<file path="config.mk">
export PLATFORM = sky130hd
export DESIGN_NAME = cv3_mac
export DESIGN_NICKNAME = d
export VERILOG_FILES = /design/src/hw/rtl/cv3_pkg.sv /design/src/hw/rtl/cv3_mac.sv
export SDC_FILE = /design/constraint.sdc
export NUM_CORES = 2
export LEC_CHECK = 0
export BUFFER_PORTS_ARGS = -buffer_cell sky130_fd_sc_hd__buf_4
export CAP_MARGIN = 15
export CORE_UTILIZATION = 64
export CTS_BUF_LIST = sky130_fd_sc_hd__clkbuf_8 sky130_fd_sc_hd__clkbuf_16
export CTS_CLUSTER_SIZE = 30
export DETAILED_ROUTE_END_ITERATION = 16
export GPL_ROUTABILITY_DRIVEN = 1
export PLACE_DENSITY_LB_ADDON = 0.12
export RECOVER_POWER = 50
export SLEW_MARGIN = 20
export SYNTH_ARGS = -nofsm -noshare
export SYNTH_HDL_FRONTEND = slang
export SYNTH_SLANG_ARGS = --single-unit
</file>
<file path="constraint.sdc">
create_clock -name clk -period 7.8 [get_ports clk]
set_input_delay 0.39 -clock clk [delete_from_list [all_inputs] [get_ports clk]]
set_output_delay 0.39 -clock clk [all_outputs]
set_load 0.1 [all_outputs]
</file>
<file path="src/hw/rtl/cv3_pkg.sv">
// shared types and constants for the 3x3 convolution block
package cv3_pkg;

	// window geometry
	localparam int unsigned MASK_SIZE = 3;
	localparam int unsigned TAPS      = MASK_SIZE * MASK_SIZE;

	// pixel and arithmetic widths
	localparam int unsigned PIX_W  = 8;
	localparam int unsigned PROD_W = 17;
	localparam int unsigned ROW_W  = 18;
	localparam int unsigned SUM_W  = 20;
	localparam logic [PIX_W-1:0] PIX_MAX = 8'd255;

	// configuration register widths and reset values
	localparam int unsigned IW_W       = 10;
	localparam int unsigned COEF_LO_W  = 48;
	localparam int unsigned COEF_HI_W  = 24;
	localparam int unsigned CFG_DATA_W = 48;
	localparam logic [IW_W-1:0]      IMAGE_WIDTH_RST = 10'd512;
	localparam logic [COEF_LO_W-1:0] COEF_LOW_RST    = 48'h0100FF0100FF;
	localparam logic [COEF_HI_W-1:0] COEF_HIGH_RST   = 24'h0100FF;

	// rows of history kept per image
	localparam logic [1:0] ROWS_FULL = 2'd2;

	// configuration register indexes
	typedef enum logic [1:0] {
		REG_IMAGE_WIDTH = 2'd0,
		REG_COEF_LOW    = 2'd1,
		REG_COEF_HIGH   = 2'd2
	} cv3_reg_e;

	// nine window pixels and nine coefficients, entry k = row*3+col
	typedef logic [TAPS-1:0][PIX_W-1:0] cv3_win_t;
	typedef logic [TAPS-1:0][PIX_W-1:0] cv3_coef_t;

	// handshake between the line buffer stage and the multiply-add pipe
	typedef struct packed {
		logic valid;
		logic free;
	} cv3_hs_t;

endpackage

</file>
<file path="src/hw/rtl/cv3_mac.sv">
// nine-tap multiply, adder tree and clamp with output register
module cv3_mac import cv3_pkg::*; (
	input  logic             clk,
	input  logic             arst_n,
	input  logic             win_valid,
	output cv3_hs_t          hs,
	input  cv3_win_t         win,
	input  cv3_coef_t        coef,
	output logic             out_valid,
	input  logic             out_stall,
	output logic [PIX_W-1:0] pixel_out
);

	logic                                v_s2, v_s3, out_valid_q;
	logic [TAPS-1:0][PROD_W-1:0]         prod_s2;
	logic [MASK_SIZE-1:0][ROW_W-1:0]     row_s3;
	logic [PIX_W-1:0]                    pixel_q;
	logic                                free_o, free3, free2;
	logic [TAPS-1:0][PROD_W-1:0]         prod_c;
	logic [MASK_SIZE-1:0][ROW_W-1:0]     row_c;
	logic signed [SUM_W-1:0]             total_c;
	logic [PIX_W-1:0]                    clamp_c;

	// stage availability, back from the output register
	assign free_o = !out_valid_q || !out_stall;
	assign free3  = !v_s3 || free_o;
	assign free2  = !v_s2 || free3;

	assign hs.valid = v_s2;
	assign hs.free  = free2;

	// nine independent signed by unsigned products, both operands at product width
	always_comb begin
		for (int k = 0; k < TAPS; k++) begin
			prod_c[k] = $signed({{(PROD_W-PIX_W){coef[k][PIX_W-1]}}, coef[k]})
				* $signed({{(PROD_W-PIX_W){1'b0}}, win[k]});
		end
	end

	// one sum per window row
	always_comb begin
		for (int m = 0; m < MASK_SIZE; m++) begin
			row_c[m] = ROW_W'($signed(prod_s2[m*MASK_SIZE]))
				+ ROW_W'($signed(prod_s2[m*MASK_SIZE+1]))
				+ ROW_W'($signed(prod_s2[m*MASK_SIZE+2]));
		end
	end

	// final sum and clamp to the pixel range
	always_comb begin
		total_c = SUM_W'($signed(row_s3[0])) + SUM_W'($signed(row_s3[1]))
			+ SUM_W'($signed(row_s3[2]));
		if (total_c < 0) begin
			clamp_c = '0;
		end else if (total_c > $signed({{(SUM_W-PIX_W){1'b0}}, PIX_MAX})) begin
			clamp_c = PIX_MAX;
		end else begin
			clamp_c = total_c[PIX_W-1:0];
		end
	end

	// valid bits of the pipe
	always_ff @(posedge clk or negedge arst_n) begin
		if (!arst_n) begin
			v_s2        <= 1'b0;
			v_s3        <= 1'b0;
			out_valid_q <= 1'b0;
		end else begin
			if (free2) begin
				v_s2 <= win_valid;
			end
			if (free3) begin
				v_s3 <= v_s2;
			end
			if (free_o) begin
				out_valid_q <= v_s3;
			end
		end
	end

	// payload registers
	always_ff @(posedge clk) begin
		if (free2) begin
			prod_s2 <= prod_c;
		end
		if (free3) begin
			row_s3 <= row_c;
		end
		if (free_o) begin
			pixel_q <= clamp_c;
		end
	end

	assign out_valid = out_valid_q;
	assign pixel_out = pixel_q;

endmodule

</file>
==> run summary <==
EDFF count, synth = 215
Mean Syn Cell Area = 10.1 um2
core region area = 0.0469 mm2
count leader, synth = inv_1
WL final = 61300 um
clock sinks = 218
post-synth top area share = 26.6%
crit-path cells = nand4_1 -> clkbuf_2 -> buf_4
worst hold path type = in -> reg
cts hold-fix bufs = 1
slowest cell on the critical path = clkbuf_2
Routed wire per std cell = 16.0 um
Worst Tran Pin Value = 4020 ps
First DRT Iteration DRCs = 1194
Yosys warnings = 0
Gate Count Post-Synth = 3029
clk_skew = 14.1 ps
WL met3 = 2810 um
Primary FF master, synth = edfxtp_1
area of the multi-input gates = 0.0217 mm2
Area Growth Syn to Fin = 9.04%
Yosys top cell by area = fa_1
Clk pin slew, worst setup/hold paths = 60 ps
vias = 21200
WL met1 = 27700 um
Buffers on Ports = 158
crit end category = output port
Clock Latency Late Sink = 540 ps
CP Data Arrival Time = 4500 ps
DR top layer = met4
GP Congestion = 0.922
Fill cells = 3543
LEAKAGE = 0.0165 uW
post-synthesis sequential area ratio = 21.4%
required time worst endpoint = 7410 ps
Area contributors post-synth = fa_1 (27%), edfxtp_1 (21%), ha_1 (19%)
worst vdd ir = 0.362 mV
Setup TNS = 0 ps
Post-CTS Setup Inserts = 0
largest net degree at the start of global routing = 156
final hold violations = 0
max_cap viols = 2
power per cell area = 421 mW/mm2
Yosys reg bits = 218
die height = 220 um
Unique masters post-synth = 62
met2 wire length = 29800 um
worst path bufs/invs = 2
CTS Root Buffer Type = clkbuf_16
Via-to-Cell Ratio = 5.51
Mapped Nets = 4036
row count = 79
Final Max Slew Viols = 212
ys async rst share = 1.38%
ratio of cells with drive above 1 in the final layout = 6.53%
Final Util = 71.1%
Max transition margin = -168%
clock tree from TritonCTS = yes
DP HPWL = 50400 um
gr ovfl total = 0
number of I/O pins = 159
die area = 0.0486 mm2
Tot Pwr = 14000 uW
Layout Nets = 4220
unrepaired setup endpoints after global routing = false
post-cts resize count = 0
Crit Path Category = reg -> out
Num CTS Buffers = 26
diode count = 0
chip width = 220 um
# setup viols final = 0
H-tree depth = 1
Startpoint Class = flop
Starting Density = 65.2%
post-layout min period = 4890 ps
number of global-route vias before repair = 21800
Post-Syn Area = 0.0305 mm2
status = finished, violations left
Fmax achieved = 204 MHz
DRC = 8
Pre-Repair DR Iteration Count = 12
CP peak stage delay = 2570 ps
critical-path maximum fanout = 155
failing checks = design-rule violations, max-capacitance violations, max-slew violations
register area = 0.00653 mm2
most common library cells after synthesis = inv_1 (604), ha_1 (453), fa_1 (406)
final period utilization = 62.7%
global-route wire length before repair = 104000 um
gr usage total = 26.8%
initial antenna violation count = 0
Clock Tree Buf Depth = 3
antenna-violating nets left = 0
CP top delay family = buffers and inverters
## area by class of cell
class / count / share of cell area (%)
inverters: 604 / 6.81
flip-flops and latches: 218 / 19.6
clock buffers: 27 / 2.03
multi-input cells: 2202 / 65.2
repair buffers: 161 / 3.45
clock inverters: 21 / 0.635
well taps: 607 / 2.28
## cell usage in the layout, fill, tap and decap left out, types with 33 or more instances in the layout
| master | count |
|---|---|
| nor2_1 | 115 |
| inv_1 | 607 |
| nor3_1 | 39 |
| a21o_1 | 33 |
| fa_1 | 406 |
| buf_4 | 143 |
| xor2_1 | 36 |
| nand2_1 | 273 |
| ha_1 | 453 |
| xnor2_1 | 126 |
| and2_1 | 276 |
| nand2b_1 | 57 |
| edfxtp_1 | 215 |
| a21oi_1 | 103 |
| o21ai_0 | 41 |
## path summary, 6_finish.rpt
kind / startpoint / to / slack [ps] / cells after the start
hold / removal: win_valid / v_s2 / 50 / 2
min in group asynchronous: arst_n / v_s3 / 200 / 2
setup reg to reg: row_s3[37] / pixel_out[4] / 3770 / 13
setup / recovery: out_valid / hs[0] / 2910 / 3
max in group asynchronous: arst_n / v_s2 / 7450 / 2
hold reg to reg: v_s2 / v_s3 / 510 / 1
## flip-flops by register name, summed over array words and instances, names as in the netlist
name       count
v_s2           1
prod_s2      153
v_s3           1
out_valid      1
row_s3        54
pixel_out      8
## power breakdown
group	switching, uW	total (uW)	internal (uW)
clock network	514	1250	738
registers	378	2800	2420
logic	5650	9950	4310
## stage by stage
step / setup WS (ps) / cell area [um2] / hold slack (ps) / std cells
floorplan: 230 / 30500 / 94.4 / 3029
global route: 2480 / 33300 / 59.5 / 3840
detailed placement: 3010 / 32500 / 181 / 3791
global placement: 3050 / 32500 / 178 / 3791
CTS: 3570 / 33400 / 42.2 / 3840
finish: 2910 / 33300 / 54.4 / 3840
## metal layers
metal  global-route usage [%]  up-vias
li1                         -    10100
met1                     38.0    10500
met2                     45.4      447
met3                     2.39       74
met4                     4.57        0
met5                        0        -
## cell families (layout without fill, tap and decap cells)
group                    count (synthesis)  after routing  share of synthesized area (%)
adder cells (fa/ha/maj)                859            859                           45.2
AND/OR/NAND/NOR                        873            873                           14.5
XOR/XNOR                               162            162                           4.65
flip-flops                             218            218                           21.4
buffers and inverters                  609            813                           7.56
AO/OA/AOI/OAI                          308            308                           6.72
(Power assumes the default switching activity.)
